**config.mk**
```make
export PLATFORM = sky130hd
export DESIGN_NAME = laser_point_min_dot_length_flat
export DESIGN_NICKNAME = d
export VERILOG_FILES = /design/src/sv/lpmd_pkg.sv /design/src/sv/lpmd_if.sv /design/src/sv/lpmd_serial_unit.sv /design/src/sv/laser_point_min_dot_length.sv /design/src/flat_wrapper.sv
export SDC_FILE = /design/constraint.sdc
export NUM_CORES = 2
export LEC_CHECK = 0
export BUFFER_PORTS_ARGS = -buffer_cell sky130_fd_sc_hd__buf_2
export CORE_MARGIN = 2
export CORE_UTILIZATION = 41
export CTS_CLUSTER_DIAMETER = 50
export CTS_CLUSTER_SIZE = 12
export DETAILED_ROUTE_END_ITERATION = 8
export PLACE_DENSITY = 0.69
export SLEW_MARGIN = 20
export SYNTH_ARGS = -nofsm -noshare
export SYNTH_HDL_FRONTEND = slang
export SYNTH_SLANG_ARGS = --single-unit
export TNS_END_PERCENT = 50
```
**constraint.sdc**
```tcl
create_clock -name clk -period 10.1 [get_ports clk]
set_clock_uncertainty 0.1 [all_clocks]
set_input_delay 1.01 -clock clk [delete_from_list [all_inputs] [get_ports clk]]
set_output_delay 1.01 -clock clk [all_outputs]
set_load 0.05 [all_outputs]
```
**src/sv/lpmd_pkg.sv**
```systemverilog
// lpmd_pkg: shared types and constants for the minimum dot length stretcher
// no dependencies; imported by the serial arithmetic unit and the top level
`default_nettype none

package lpmd_pkg;

  localparam int unsigned CoordW  = 16;
  localparam int unsigned ColorW  = 8;
  localparam int unsigned MinLenW = 13;
  localparam int unsigned DistW   = 17;
  localparam int unsigned StrokeW = 24;
  localparam int unsigned StepW   = 14;

  localparam logic [MinLenW-1:0] MIN_LEN_RESET = 13'd328;
  localparam logic [StrokeW-1:0] STROKE_MAX    = 24'hFFFFFF;

  // status from the serial unit back to the top level
  typedef struct packed {
    logic               done;
    logic               step_ok;
    logic [DistW-1:0]   seg_len;
    logic [MinLenW-1:0] q_x;
    logic [MinLenW-1:0] q_y;
  } lpmd_res_t;

endpackage

`default_nettype wire

```
**src/sv/lpmd_if.sv**
```systemverilog
// lpmd_if: valid/ready channel interfaces for points in, points out and config
// no dependencies
`default_nettype none

interface lpmd_in_if;
  logic               valid;
  logic               ready;
  logic signed [15:0] pos_x;
  logic signed [15:0] pos_y;
  logic        [7:0]  red_in;
  logic        [7:0]  green_in;
  logic        [7:0]  blue_in;
  logic               frame_end;

  modport source (output valid, pos_x, pos_y, red_in, green_in, blue_in, frame_end,
                  input ready);
  modport sink   (input valid, pos_x, pos_y, red_in, green_in, blue_in, frame_end,
                  output ready);
endinterface

interface lpmd_out_if;
  logic               valid;
  logic               ready;
  logic signed [15:0] out_x;
  logic signed [15:0] out_y;
  logic        [7:0]  red_out;
  logic        [7:0]  green_out;
  logic        [7:0]  blue_out;

  modport source (output valid, out_x, out_y, red_out, green_out, blue_out, input ready);
  modport sink   (input valid, out_x, out_y, red_out, green_out, blue_out, output ready);
endinterface

interface lpmd_cfg_if;
  logic        valid;
  logic        ready;
  logic [12:0] data;

  modport source (output valid, data, input ready);
  modport sink   (input valid, data, output ready);
endinterface

`default_nettype wire

```
**src/sv/lpmd_serial_unit.sv**
```systemverilog
// lpmd_serial_unit: bit-serial squares, square root, products and step divisions
// depends on lpmd_pkg
`default_nettype none

module lpmd_serial_unit
  import lpmd_pkg::*;
(
  input  wire logic               clk,
  input  wire logic               rst_n,
  input  wire logic               start,
  input  wire logic [CoordW-1:0]  mag_x,
  input  wire logic [CoordW-1:0]  mag_y,
  input  wire logic [MinLenW-1:0] min_len,
  output lpmd_res_t               res
);

  typedef enum logic [2:0] {
    U_IDLE, U_SQR, U_SQRT, U_CHK, U_MUL, U_PREP, U_DIV, U_DONE
  } ustate_t;

  ustate_t      state_r;
  logic [4:0]   cnt_r;
  logic [15:0]  mx_r, my_r, bx_r, by_r;
  logic [33:0]  acc_r;
  logic [18:0]  rem_r;
  logic [16:0]  root_r;
  logic [12:0]  mb_r;
  logic [28:0]  px_r, py_r;
  logic [17:0]  remx_r, remy_r, dvs_r;
  logic [12:0]  qx_r, qy_r;
  logic         ok_r;

  logic [33:0]  sq_nxt;
  logic [20:0]  rem_sh, trial, rem_diff;
  logic         sq_ge;
  logic [18:0]  rem_nxt;
  logic [16:0]  root_nxt;
  logic [28:0]  px_nxt, py_nxt;
  logic [30:0]  nx, ny;
  logic [18:0]  tx, ty, subx, suby;
  logic         gex, gey;
  logic [17:0]  remx_nxt, remy_nxt;

  always_comb begin
    sq_nxt = {acc_r[32:0], 1'b0}
           + {18'd0, (bx_r[15] ? mx_r : 16'd0)}
           + {18'd0, (by_r[15] ? my_r : 16'd0)};

    rem_sh   = {rem_r, acc_r[33:32]};
    trial    = {2'b00, root_r, 2'b01};
    rem_diff = rem_sh - trial;
    sq_ge    = (rem_sh >= trial);
    rem_nxt  = sq_ge ? rem_diff[18:0] : rem_sh[18:0];
    root_nxt = {root_r[15:0], sq_ge};

    px_nxt = {px_r[27:0], 1'b0} + {13'd0, (mb_r[12] ? mx_r : 16'd0)};
    py_nxt = {py_r[27:0], 1'b0} + {13'd0, (mb_r[12] ? my_r : 16'd0)};

    nx = {1'b0, px_r, 1'b0} + {14'd0, root_r};
    ny = {1'b0, py_r, 1'b0} + {14'd0, root_r};

    tx   = {remx_r, qx_r[12]};
    ty   = {remy_r, qy_r[12]};
    subx = tx - {1'b0, dvs_r};
    suby = ty - {1'b0, dvs_r};
    gex  = (tx >= {1'b0, dvs_r});
    gey  = (ty >= {1'b0, dvs_r});
    remx_nxt = gex ? subx[17:0] : tx[17:0];
    remy_nxt = gey ? suby[17:0] : ty[17:0];
  end

  always_ff @(posedge clk) begin
    if (!rst_n) begin
      state_r <= U_IDLE;
      cnt_r   <= '0;
      ok_r    <= 1'b0;
    end else begin
      case (state_r)
        U_IDLE: begin
          if (start) begin
            mx_r    <= mag_x;
            my_r    <= mag_y;
            bx_r    <= mag_x;
            by_r    <= mag_y;
            acc_r   <= '0;
            cnt_r   <= '0;
            state_r <= U_SQR;
          end
        end
        U_SQR: begin
          acc_r <= sq_nxt;
          bx_r  <= {bx_r[14:0], 1'b0};
          by_r  <= {by_r[14:0], 1'b0};
          if (cnt_r == 5'd15) begin
            cnt_r   <= '0;
            rem_r   <= '0;
            root_r  <= '0;
            state_r <= U_SQRT;
          end else begin
            cnt_r <= cnt_r + 5'd1;
          end
        end
        U_SQRT: begin
          rem_r  <= rem_nxt;
          root_r <= root_nxt;
          acc_r  <= {acc_r[31:0], 2'b00};
          if (cnt_r == 5'd16) begin
            cnt_r   <= '0;
            state_r <= U_CHK;
          end else begin
            cnt_r <= cnt_r + 5'd1;
          end
        end
        U_CHK: begin
          ok_r <= (root_r >= {4'd0, min_len}) && (root_r != '0);
          mb_r <= min_len;
          px_r <= '0;
          py_r <= '0;
          if ((root_r >= {4'd0, min_len}) && (root_r != '0)) begin
            state_r <= U_MUL;
          end else begin
            state_r <= U_DONE;
          end
        end
        U_MUL: begin
          px_r <= px_nxt;
          py_r <= py_nxt;
          mb_r <= {mb_r[11:0], 1'b0};
          if (cnt_r == 5'd12) begin
            cnt_r   <= '0;
            state_r <= U_PREP;
          end else begin
            cnt_r <= cnt_r + 5'd1;
          end
        end
        U_PREP: begin
          remx_r  <= nx[30:13];
          remy_r  <= ny[30:13];
          qx_r    <= nx[12:0];
          qy_r    <= ny[12:0];
          dvs_r   <= {root_r, 1'b0};
          state_r <= U_DIV;
        end
        U_DIV: begin
          remx_r <= remx_nxt;
          remy_r <= remy_nxt;
          qx_r   <= {qx_r[11:0], gex};
          qy_r   <= {qy_r[11:0], gey};
          if (cnt_r == 5'd12) begin
            cnt_r   <= '0;
            state_r <= U_DONE;
          end else begin
            cnt_r <= cnt_r + 5'd1;
          end
        end
        U_DONE: begin
          state_r <= U_IDLE;
        end
        default: begin
          state_r <= U_IDLE;
        end
      endcase
    end
  end

  assign res.done    = (state_r == U_DONE);
  assign res.step_ok = ok_r;
  assign res.seg_len = root_r;
  assign res.q_x     = qx_r;
  assign res.q_y     = qy_r;

endmodule

`default_nettype wire

```
**src/sv/laser_point_min_dot_length.sv**
```systemverilog
// laser_point_min_dot_length: top level of the minimum dot length stretcher
// depends on lpmd_pkg, lpmd_if and lpmd_serial_unit
//
// in_pt carries one laser point per transfer, out_pt returns one adjusted point
// per input point in the same order, cfg_wr writes min_length (always ready).
// A lit point runs through a bit-serial unit: squaring, square root, one
// check, then multiplying, one setup and dividing when the step vector is
// renewed, plus a finish state; a blank point skips the unit. in_pt is
// ready again in the cycle after the result is registered, so one point is
// in work at a time.
// The result register parts the two channels: a new point is taken while the
// previous result still waits on out_pt. If out_pt stalls, the finished point
// waits in the finish state until the register frees up.
// Reset clears all stroke state and loads min_length with 328.
`default_nettype none

module laser_point_min_dot_length
  import lpmd_pkg::*;
(
  input  wire logic   clk,
  input  wire logic   rst_n,
  lpmd_in_if.sink     in_pt,
  lpmd_out_if.source  out_pt,
  lpmd_cfg_if.sink    cfg_wr
);

  typedef enum logic [1:0] {T_IDLE, T_CALC, T_FIN} tstate_t;

  tstate_t                   state_r;
  logic [MinLenW-1:0]        min_len_r;

  logic signed [CoordW-1:0]  x_r, y_r;
  logic [ColorW-1:0]         red_r, green_r, blue_r;
  logic                      fend_r, lit_r, negx_r, negy_r;

  logic signed [CoordW-1:0]  prev_x_r, prev_y_r;
  logic [ColorW-1:0]         prev_red_r, prev_green_r, prev_blue_r;
  logic [StrokeW-1:0]        stroke_r;
  logic signed [StepW-1:0]   stepx_r, stepy_r;
  logic                      was_lit_r;

  logic                      out_valid_r;
  logic signed [CoordW-1:0]  out_x_r, out_y_r;
  logic [ColorW-1:0]         out_red_r, out_green_r, out_blue_r;

  lpmd_res_t                 res;
  logic                      in_fire, lit_in, unit_start, fin_go;
  logic [CoordW:0]           dx, dy, ndx, ndy;
  logic [CoordW-1:0]         mag_x, mag_y;

  logic [StrokeW:0]          stroke_sum;
  logic [StrokeW-1:0]        stroke_upd, stroke_aft;
  logic signed [StepW-1:0]   qsx, qsy, step_nx, step_ny, step_ex, step_ey;
  logic                      end_stroke, off, ensure;
  logic [CoordW:0]           sumx, sumy;
  logic signed [CoordW-1:0]  ox, oy;

  lpmd_serial_unit u_serial (
    .clk     (clk),
    .rst_n   (rst_n),
    .start   (unit_start),
    .mag_x   (mag_x),
    .mag_y   (mag_y),
    .min_len (min_len_r),
    .res     (res)
  );

  assign in_pt.ready  = (state_r == T_IDLE);
  assign in_fire      = in_pt.valid && in_pt.ready;
  assign lit_in       = |{in_pt.red_in, in_pt.green_in, in_pt.blue_in};
  assign unit_start   = in_fire && lit_in;
  assign fin_go       = (state_r == T_FIN) && (!out_valid_r || out_pt.ready);
  assign cfg_wr.ready = 1'b1;

  always_comb begin
    dx    = {in_pt.pos_x[15], in_pt.pos_x} - {prev_x_r[15], prev_x_r};
    dy    = {in_pt.pos_y[15], in_pt.pos_y} - {prev_y_r[15], prev_y_r};
    ndx   = -dx;
    ndy   = -dy;
    mag_x = dx[CoordW] ? ndx[CoordW-1:0] : dx[CoordW-1:0];
    mag_y = dy[CoordW] ? ndy[CoordW-1:0] : dy[CoordW-1:0];
  end

  always_comb begin
    stroke_sum = {1'b0, stroke_r} + {{(StrokeW-DistW+1){1'b0}}, res.seg_len};
    if (lit_r) begin
      stroke_upd = stroke_sum[StrokeW] ? STROKE_MAX : stroke_sum[StrokeW-1:0];
    end else begin
      stroke_upd = stroke_r;
    end

    qsx = {1'b0, res.q_x};
    qsy = {1'b0, res.q_y};
    if (lit_r && res.step_ok) begin
      step_nx = negx_r ? -qsx : qsx;
      step_ny = negy_r ? -qsy : qsy;
    end else begin
      step_nx = stepx_r;
      step_ny = stepy_r;
    end

    end_stroke = was_lit_r && !lit_r;
    stroke_aft = (!was_lit_r && lit_r) ? '0 : stroke_upd;
    off = (end_stroke && (stroke_upd < {{(StrokeW-MinLenW){1'b0}}, min_len_r}))
       || (fend_r && lit_r && (stroke_aft < {{(StrokeW-MinLenW){1'b0}}, min_len_r}));
    ensure  = off && (step_nx == '0) && (step_ny == '0);
    step_ex = ensure ? {1'b0, min_len_r} : step_nx;
    step_ey = step_ny;

    sumx = {x_r[CoordW-1], x_r} + {{(CoordW-StepW+1){step_ex[StepW-1]}}, step_ex};
    sumy = {y_r[CoordW-1], y_r} + {{(CoordW-StepW+1){step_ey[StepW-1]}}, step_ey};

    if (!off) begin
      ox = x_r;
    end else if (sumx[CoordW] != sumx[CoordW-1]) begin
      ox = sumx[CoordW] ? 16'sh8000 : 16'sh7FFF;
    end else begin
      ox = sumx[CoordW-1:0];
    end

    if (!off) begin
      oy = y_r;
    end else if (sumy[CoordW] != sumy[CoordW-1]) begin
      oy = sumy[CoordW] ? 16'sh8000 : 16'sh7FFF;
    end else begin
      oy = sumy[CoordW-1:0];
    end
  end

  always_ff @(posedge clk) begin
    if (!rst_n) begin
      min_len_r <= MIN_LEN_RESET;
    end else if (cfg_wr.valid && cfg_wr.ready) begin
      min_len_r <= cfg_wr.data;
    end
  end

  always_ff @(posedge clk) begin
    if (!rst_n) begin
      state_r      <= T_IDLE;
      out_valid_r  <= 1'b0;
      prev_x_r     <= '0;
      prev_y_r     <= '0;
      prev_red_r   <= '0;
      prev_green_r <= '0;
      prev_blue_r  <= '0;
      stroke_r     <= '0;
      stepx_r      <= '0;
      stepy_r      <= '0;
      was_lit_r    <= 1'b0;
    end else begin
      if (out_valid_r && out_pt.ready && !fin_go) begin
        out_valid_r <= 1'b0;
      end
      case (state_r)
        T_IDLE: begin
          if (in_fire) begin
            x_r     <= in_pt.pos_x;
            y_r     <= in_pt.pos_y;
            red_r   <= in_pt.red_in;
            green_r <= in_pt.green_in;
            blue_r  <= in_pt.blue_in;
            fend_r  <= in_pt.frame_end;
            lit_r   <= lit_in;
            negx_r  <= dx[CoordW];
            negy_r  <= dy[CoordW];
            state_r <= lit_in ? T_CALC : T_FIN;
          end
        end
        T_CALC: begin
          if (res.done) begin
            state_r <= T_FIN;
          end
        end
        T_FIN: begin
          if (fin_go) begin
            out_valid_r <= 1'b1;
            out_x_r     <= ox;
            out_y_r     <= oy;
            out_red_r   <= end_stroke ? prev_red_r   : red_r;
            out_green_r <= end_stroke ? prev_green_r : green_r;
            out_blue_r  <= end_stroke ? prev_blue_r  : blue_r;
            stroke_r    <= stroke_aft;
            stepx_r     <= step_ex;
            stepy_r     <= step_ey;
            was_lit_r   <= lit_r;
            if (lit_r) begin
              prev_x_r     <= x_r;
              prev_y_r     <= y_r;
              prev_red_r   <= red_r;
              prev_green_r <= green_r;
              prev_blue_r  <= blue_r;
            end
            state_r <= T_IDLE;
          end
        end
        default: begin
          state_r <= T_IDLE;
        end
      endcase
    end
  end

  assign out_pt.valid     = out_valid_r;
  assign out_pt.out_x     = out_x_r;
  assign out_pt.out_y     = out_y_r;
  assign out_pt.red_out   = out_red_r;
  assign out_pt.green_out = out_green_r;
  assign out_pt.blue_out  = out_blue_r;

endmodule

`default_nettype wire

```
**src/flat_wrapper.sv**
```systemverilog
// flat-port wrapper written by rule: the top's interface ports become plain ports
module laser_point_min_dot_length_flat import lpmd_pkg::*;
  (clk, rst_n, in_pt_valid, in_pt_pos_x, in_pt_pos_y, in_pt_red_in, in_pt_green_in, in_pt_blue_in, in_pt_frame_end, in_pt_ready, out_pt_valid, out_pt_out_x, out_pt_out_y, out_pt_red_out, out_pt_green_out, out_pt_blue_out, out_pt_ready, cfg_wr_valid, cfg_wr_data, cfg_wr_ready);
  lpmd_in_if in_pt_i ();
  lpmd_out_if out_pt_i ();
  lpmd_cfg_if cfg_wr_i ();
  input  wire logic clk;
  input  wire logic rst_n;
  input wire logic [$bits(in_pt_i.valid)-1:0] in_pt_valid;
  input wire logic [$bits(in_pt_i.pos_x)-1:0] in_pt_pos_x;
  input wire logic [$bits(in_pt_i.pos_y)-1:0] in_pt_pos_y;
  input wire logic [$bits(in_pt_i.red_in)-1:0] in_pt_red_in;
  input wire logic [$bits(in_pt_i.green_in)-1:0] in_pt_green_in;
  input wire logic [$bits(in_pt_i.blue_in)-1:0] in_pt_blue_in;
  input wire logic [$bits(in_pt_i.frame_end)-1:0] in_pt_frame_end;
  output wire logic [$bits(in_pt_i.ready)-1:0] in_pt_ready;
  output wire logic [$bits(out_pt_i.valid)-1:0] out_pt_valid;
  output wire logic [$bits(out_pt_i.out_x)-1:0] out_pt_out_x;
  output wire logic [$bits(out_pt_i.out_y)-1:0] out_pt_out_y;
  output wire logic [$bits(out_pt_i.red_out)-1:0] out_pt_red_out;
  output wire logic [$bits(out_pt_i.green_out)-1:0] out_pt_green_out;
  output wire logic [$bits(out_pt_i.blue_out)-1:0] out_pt_blue_out;
  input wire logic [$bits(out_pt_i.ready)-1:0] out_pt_ready;
  input wire logic [$bits(cfg_wr_i.valid)-1:0] cfg_wr_valid;
  input wire logic [$bits(cfg_wr_i.data)-1:0] cfg_wr_data;
  output wire logic [$bits(cfg_wr_i.ready)-1:0] cfg_wr_ready;
  assign in_pt_i.valid = in_pt_valid;
  assign in_pt_i.pos_x = in_pt_pos_x;
  assign in_pt_i.pos_y = in_pt_pos_y;
  assign in_pt_i.red_in = in_pt_red_in;
  assign in_pt_i.green_in = in_pt_green_in;
  assign in_pt_i.blue_in = in_pt_blue_in;
  assign in_pt_i.frame_end = in_pt_frame_end;
  assign in_pt_ready = in_pt_i.ready;
  assign out_pt_valid = out_pt_i.valid;
  assign out_pt_out_x = out_pt_i.out_x;
  assign out_pt_out_y = out_pt_i.out_y;
  assign out_pt_red_out = out_pt_i.red_out;
  assign out_pt_green_out = out_pt_i.green_out;
  assign out_pt_blue_out = out_pt_i.blue_out;
  assign out_pt_i.ready = out_pt_ready;
  assign cfg_wr_i.valid = cfg_wr_valid;
  assign cfg_wr_i.data = cfg_wr_data;
  assign cfg_wr_ready = cfg_wr_i.ready;
  laser_point_min_dot_length u_core (.clk(clk), .rst_n(rst_n), .in_pt(in_pt_i), .out_pt(out_pt_i), .cfg_wr(cfg_wr_i));
endmodule
```
Word-level counts from Yosys, hierarchy flattened --
Index checks and enable logic that the tools add are counted.
Cells by class: add/subtract/negate cells 19, magnitude comparators 6, equality and inequality tests 22, muxes and demuxes 63, reduce and logical (&&, ||, !) cells 47
Operators with widths (count):
- $mux 16 | 14
- $pmux 29 s2 | 2
- $pmux 34 s3 | 1
- $pmux 13 s2 | 3
- $mux 24 | 3
- $pmux 18 s2 | 2
- $mux 14 | 5
- $add 34x16->34 | 2
- $pmux 16 s2 | 2
- $add 30x17->31 | 2
- $add 29x16->29 | 2
- $lt 24x13->1 | 2
- $ge 19x18->1 | 2
- $mux 19 | 2
- $pmux 19 s2 | 1
- $mux 18 | 2
- $sub 18x18->18 | 2
- $add 16x14->17 | 2
- $mux 34 | 1
- $pmux 17 s2 | 1
- $sub 16x16->17 | 2
- $neg 16->16 | 2
- $logic_not 14->1 | 2
- $neg 13->14 | 2
- 38 further kinds | 96
Word-level totals: bits in registers 534, bits of input ports 75, output and inout bits 59, word-level logic and storage cells 201

Logic depth before layout (Yosys ltp) --
word-level depth 14, mapped depth 36, gate-level depth less buffers 32

By module --
From an unflattened synthesis, not the netlist that was laid out.
Second synthesis, totals: cell total of the unflattened synthesis 3809, area total of the unflattened synthesis 35699.2 um^2
By module, submodules not included:
- lpmd_serial_unit | instances 1, cells each 1986, area each 19881.6 um^2, sequential area each 8708.4 um^2
- laser_point_min_dot_length | instances 1, cells each 1823, area each 15817.7 um^2, sequential area each 5985.7 um^2

Worst setup path before layout --
OpenSTA, ideal clock, no wires.
path kind register -> register, start register u_core.u_serial.root_r[0], end register u_core.out_x_r[12], in the netlist u_core.out_pt.out_x[12], data pin, library setup time 0.262 ns, data arrival time 7.496 ns, required time 9.738 ns, path slack 2.242 ns, stages on the path, launching flop included 34, buffers on the path 3, period minus slack after synthesis 7.858 ns, cell sequence edfxtp_1 -> ha_1 -> fa_1 -> a211oi_2 -> o211ai_1 -> a311oi_2 -> a21oi_2 -> o21ai_2 -> clkbuf_1 -> a31oi_1 -> and2_1 -> ha_1 -> a21o_1 -> a21o_1 -> a21oi_1 -> a21bo_2 -> a31oi_1 -> a211o_1 -> a2111oi_2 -> nor3b_1 -> a311oi_2 -> buf_2 -> o21ai_1 -> ha_1 -> a211oi_1 -> o21a_1 -> o31ai_1 -> o41ai_1 -> o21ai_0 -> nand4_1 -> nand4_1 -> clkbuf_1 -> maj3_1 -> mux2_1
On the way: longest elaborated chain between the ends 14, elaborated cells between the ends (all ways) 17, classes of those cells 2 x add/sub; 2 x order compare; 1 x eq/ne; 7 x mux; 5 x reduce/logical
RTL lines:
- start, declared | line lpmd_serial_unit.sv:26 | logic [16:0] root_r;
- start signal, assigned | line lpmd_serial_unit.sv:105 | root_r <= root_nxt;
- $add 24x17->25 (*) | line laser_point_min_dot_length.sv:85 | stroke_sum = {1'b0, stroke_r} + {{(StrokeW-DistW+1){1'b0}}, res.seg_len};
- $mux 24 (*) | line laser_point_min_dot_length.sv:87 | stroke_upd = stroke_sum[StrokeW] ? STROKE_MAX : stroke_sum[StrokeW-1:0];
- $mux 24 (*) | line laser_point_min_dot_length.sv:86 | if (lit_r) begin
- $mux 24 (*) | line laser_point_min_dot_length.sv:103 | stroke_aft = (!was_lit_r && lit_r) ? '0 : stroke_upd;
- net u_core.stroke_aft[8] | line laser_point_min_dot_length.sv:52 | logic [StrokeW-1:0] stroke_upd, stroke_aft;
- $lt 24x13->1 (*) | line laser_point_min_dot_length.sv:105 | || (fend_r && lit_r && (stroke_aft < {{(StrokeW-MinLenW){1'b0}}, min_len_r}));
- $logic_and 1x1->1 (*) | line laser_point_min_dot_length.sv:105
- $logic_or 1x1->1 (*) | line laser_point_min_dot_length.sv:105
- $logic_and 1x1->1 (*) (2 in a row) | line laser_point_min_dot_length.sv:106 | ensure = off && (step_nx == '0) && (step_ny == '0);
- $mux 14 (*) | line laser_point_min_dot_length.sv:107 | step_ex = ensure ? {1'b0, min_len_r} : step_nx;
- net u_core.step_ex[1] | line laser_point_min_dot_length.sv:53 | logic signed [StepW-1:0] qsx, qsy, step_nx, step_ny, step_ex, step_ey;
- $add 16x14->17 (*) | line laser_point_min_dot_length.sv:110 | sumx = {x_r[CoordW-1], x_r} + {{(CoordW-StepW+1){step_ex[StepW-1]}}, step_ex};
- $mux 16 or $ne 1x1->1 (tied branches) | line laser_point_min_dot_length.sv:116, laser_point_min_dot_length.sv:115
- $mux 16 (*) | line laser_point_min_dot_length.sv:115 | end else if (sumx[CoordW] != sumx[CoordW-1]) begin
- $mux 16 (*) | line laser_point_min_dot_length.sv:113 | if (!off) begin
- net u_core.ox[12] | line laser_point_min_dot_length.sv:56 | logic signed [CoordW-1:0] ox, oy;
- end signal, assigned | line laser_point_min_dot_length.sv:178 | out_x_r <= ox;
- end, declared | line laser_point_min_dot_length.sv:43 | logic signed [CoordW-1:0] out_x_r, out_y_r;
Mark *: on every way through the listed nets, which the timed path passes. The rest lies on a longest branch. A chain may end at the register's enable or synchronous reset.

Final worst setup path --
start register u_core.u_serial.root_r[0], end register u_core.out_x_r[4], in the netlist u_core.out_pt.out_x[4], data pin
The elaborated chain is that of the path after synthesis.

==> impl_results.rst <==
.. list-table::
   :header-rows: 1

   * - Metric
     - Value
   * - Result of the run
     - finished clean
   * - Critical Path Max Stage Delay
     - 0.49 ns
   * - Total clock sinks
     - 534
   * - Fin cells
     - 5024
   * - Total routing usage reported by global routing
     - 21.3%
   * - Initial core utilization
     - 41.5%
   * - Number of core rows
     - 107
   * - Post-synthesis share of cell area spent on and, or, nand and nor gates
     - 16.3%
   * - Biggest area consumer among synthesized cells
     - sky130_fd_sc_hd__edfxtp_1
   * - Fin crit share
     - 89.7%
   * - Worst Setup End Kind
     - register
   * - Input/output buffers
     - 132
   * - Commonest non-fill, non-tap cell in the layout
     - sky130_fd_sc_hd__edfxtp_1
   * - Post-layout nets
     - 4176
   * - Data required time at the worst endpoint
     - 10.39 ns
   * - Sum of negative setup slack
     - 0 ns
   * - Post-Syn Nets
     - 4076
   * - Fmax
     - 110 MHz
   * - Ys flop type
     - sky130_fd_sc_hd__edfxtp_1
   * - Commonest cells after routing, fill and taps aside
     - 400 x sky130_fd_sc_hd__edfxtp_1, 373 x sky130_fd_sc_hd__nand2_1, 317 x sky130_fd_sc_hd__nor2_1
   * - Overall die height
     - 298 µm
   * - Synthesis Warnings
     - 0
   * - Post-Place Cells
     - 4881
   * - Multiplexer fraction of the synthesized cell area
     - 4.74%
   * - Worst relative slew slack
     - 32.4%
   * - Antenna-violating nets left
     - 0
   * - Worst Path Arrival
     - 9.35 ns
   * - Kind of launch point of the worst setup path
     - register
   * - Worst hold-check path type
     - register to register
   * - Tightest hold margin
     - 0.353 ns
   * - Transition time at the pin with the least slew margin
     - 1.01 ns
   * - Number of enable flip-flop cells after synthesis
     - 400
   * - Number of H-tree levels
     - 3
   * - Power Density
     - 182 mW/mm²
   * - Detailed placement HPWL
     - 71.3 mm
   * - Register area share after synthesis
     - 41.5%
   * - Largest cells by area after synthesis
     - sky130_fd_sc_hd__edfxtp_1 34%, sky130_fd_sc_hd__ha_1 9.1%, sky130_fd_sc_hd__dfxtp_1 7.6%, sky130_fd_sc_hd__a21oi_1 4.1%, sky130_fd_sc_hd__nand2_1 4.0%
   * - Routability Congestion
     - 0.929
   * - Cell Area, Placed
     - 0.0373 mm²
   * - Die Outline Area
     - 0.0888 mm²
   * - Finish-stage setup viols
     - 0
   * - Die width
     - 298 µm
   * - Standby leakage power
     - 15.1 nW
   * - Share of async-settable or async-resettable flops after synthesis
     - 0%
   * - Count of final max-slew check failures
     - 0
   * - Unrepaired setup endpoints after global routing
     - no
   * - Number of DRC violations after detailed-routing iteration 0
     - 2321
   * - Cell with the largest stage delay on the worst path
     - sky130_fd_sc_hd__o41ai_1
   * - Layout Cell Area excl Fill
     - 0.0398 mm²
   * - First-pass iteration count of the detailed router
     - 6
   * - Worst setup margin
     - 1.04 ns
   * - Fraction of post-synthesis cell area in the top cell type by area
     - 33.9%
   * - Total of hold buffers inserted after clock tree synthesis
     - 0
   * - Number of register bits inferred by synthesis
     - 534
   * - Share of final-layout standard cells stronger than drive strength 1
     - 10.7%
   * - Clock transition at path regs
     - 0.06 ns
   * - Average wire per cell in the routed design
     - 19.4 µm
   * - Area growth syn-to-layout
     - 12.4%
   * - Pin count of the biggest net entering global routing
     - 81
   * - Path type of the worst setup path
     - register to register
   * - TritonCTS clock tree
     - built
   * - Area fraction in compound gates after synthesis
     - 16.8%
   * - Number of antenna violations at the first check in global routing
     - 0
   * - Maximum clock insertion buffer count
     - 3
   * - Post-Route WL
     - 97.5 mm
   * - IO Pins
     - 134
   * - Post-route minimum period
     - 9.06 ns
   * - VDD IR max
     - 0.178 mV
   * - Max Cap Violations
     - 0
   * - Vias in the first global route
     - 26700
   * - Standard cell core area
     - 0.0854 mm²
   * - XOR/XNOR share of the synthesized area
     - 6.01%
   * - Max Fanout on Critical Path
     - 15
   * - Diodes inserted
     - 0
   * - FILL cells
     - 8120
   * - Hold Vio Cnt, Final
     - 0
   * - Via total after detailed routing
     - 28400
   * - Unique masters post-synth
     - 94
   * - CTS Buf Count
     - 76
   * - Master cell of the clock root buffer
     - sky130_fd_sc_hd__clkbuf_16
   * - Synthesized instance count
     - 3716
   * - Area share of fa/ha/maj cells after synthesis
     - 11.2%
   * - Dominant combinational cell family by area after synthesis
     - compound AO/OA/AOI/OAI gates
   * - Aggregate global routing overflow
     - 0
   * - Post-Place Setup Slack
     - 0.657 ns
   * - Detailed-route DRC error count
     - 0
   * - Average cell area after synthesis
     - 9.54 µm²
   * - Clock latency reported for the late side of the worst-skew pair
     - 0.65 ns
   * - Global-route wire length before repair
     - 150 mm
   * - Via-to-Cell Ratio
     - 5.66
   * - Netlist Area Pre-Place
     - 0.0354 mm²
-- where the power goes --
| group | internal [mW] | leakage (nW) | switching (mW) |
|---|---|---|---|
| sequential | 2.64 | 4.77 | 0.161 |
| clock | 1.53 | 1.18 | 1.11 |
| combinational | 0.730 | 9.15 | 1.09 |
-- routing by layer --
metal / vias to the layer above / part of all wire [%] / global-route usage [%]
li1: 13800 / - / -
met1: 13700 / 45 / 29.1
met2: 762 / 46 / 34.2
met3: 166 / 5.9 / 3.85
met4: 0 / 2.9 / 6.54
met5: - / 0 / 0
-- state kept, by name, summed over array words and instances (netlist names), 17 cells and up --
signal	count
u_core.u_serial.px_r	29
u_core.u_serial.remx_r	18
u_core.u_serial.root_r	17
u_core.u_serial.dvs_r	17
u_core.u_serial.py_r	29
u_core.u_serial.remy_r	18
u_core.stroke_r	24
u_core.u_serial.acc_r	34
u_core.u_serial.rem_r	19
-- final timing paths --
path / endpoint / cells past startpoint / slack, ns / startpoint
worst min-delay path: u_core.prev_red_r[6] / 2 / 0.35 / u_core.prev_red_r[6]
worst max register to register: u_core.out_pt.out_x[4] / 32 / 1.04 / u_core.u_serial.root_r[0]
worst min register to register: u_core.prev_red_r[6] / 2 / 0.35 / u_core.prev_red_r[6]
worst max-delay path: u_core.out_pt.out_x[4] / 32 / 1.04 / u_core.u_serial.root_r[0]
-- through the flow --
| step | utilization (%) | total power [mW] |
|---|---|---|
| finish | 46.6 | 7.26 |
| global route | 46.6 | 7.62 |
| CTS | 46.6 | 7.29 |
| detailed placement | 43.7 | 4.64 |
| global placement | 43.6 | 4.60 |
| floorplan | - | 4.15 |
-- repair_timing --
| action | in CTS | in global routing |
|---|---|---|
| hold endpoints to repair | 0 | 0 |
| resized for setup | 0 | 1 |
| buffers inserted | 0 | 1 |
| endpoints found under the setup margin | 0 | 15 |
-- worst max-delay path, delay by kind of cell, from the launching register on --
family                     cells  cell delay (ns)
and+or+nand+nor                6             1.05
AOI/OAI and AO/OA             18             4.63
muxes                          1             0.31
buffers and inverters          2             0.49
adders and majority gates      5             1.74
DFF                            1             0.47
-- logic make-up (layout without fill, tap and decap cells) --
family                   count (synthesis)  after routing
XOR/XNOR                               243            243
other                                    1              1
AO/OA/AOI/OAI                          937            937
adder cells (fa/ha/maj)                304            304
buffers and inverters                  325            489
multiplexers                           158            158
AND/OR/NAND/NOR                       1214           1214
flip-flops                             534            534
-- cell usage after synthesis (57+ instances only) --
cell type and instances:
sky130_fd_sc_hd__edfxtp_1 400, sky130_fd_sc_hd__a21oi_1 291, sky130_fd_sc_hd__clkbuf_1 119, sky130_fd_sc_hd__a31oi_1 58, sky130_fd_sc_hd__nor3_1 90, sky130_fd_sc_hd__ha_1 258, sky130_fd_sc_hd__o21ai_0 203, sky130_fd_sc_hd__and2_1 94
sky130_fd_sc_hd__nand3_1 66, sky130_fd_sc_hd__xnor2_1 141, sky130_fd_sc_hd__mux2_2 57, sky130_fd_sc_hd__mux2i_1 80, sky130_fd_sc_hd__xor2_1 102, sky130_fd_sc_hd__nand2_1 376, sky130_fd_sc_hd__a21o_1 71, sky130_fd_sc_hd__inv_1 182
sky130_fd_sc_hd__nor2_1 322, sky130_fd_sc_hd__dfxtp_1 134
-- final cells by class --
cell class | instances | area [µm²] | area share (%)
Clock buffer | 98 | 2060 | 5.17
Clock inverter | 44 | 455 | 1.14
Inverter | 183 | 689 | 1.73
Multi-Input combinational cell | 2857 | 19600 | 49.2
Sequential cell | 534 | 14700 | 36.9
Tap cell | 1144 | 1430 | 3.59
Timing Repair Buffer | 164 | 913 | 2.29
Note: power is estimated with default switching activity, not from simulation.
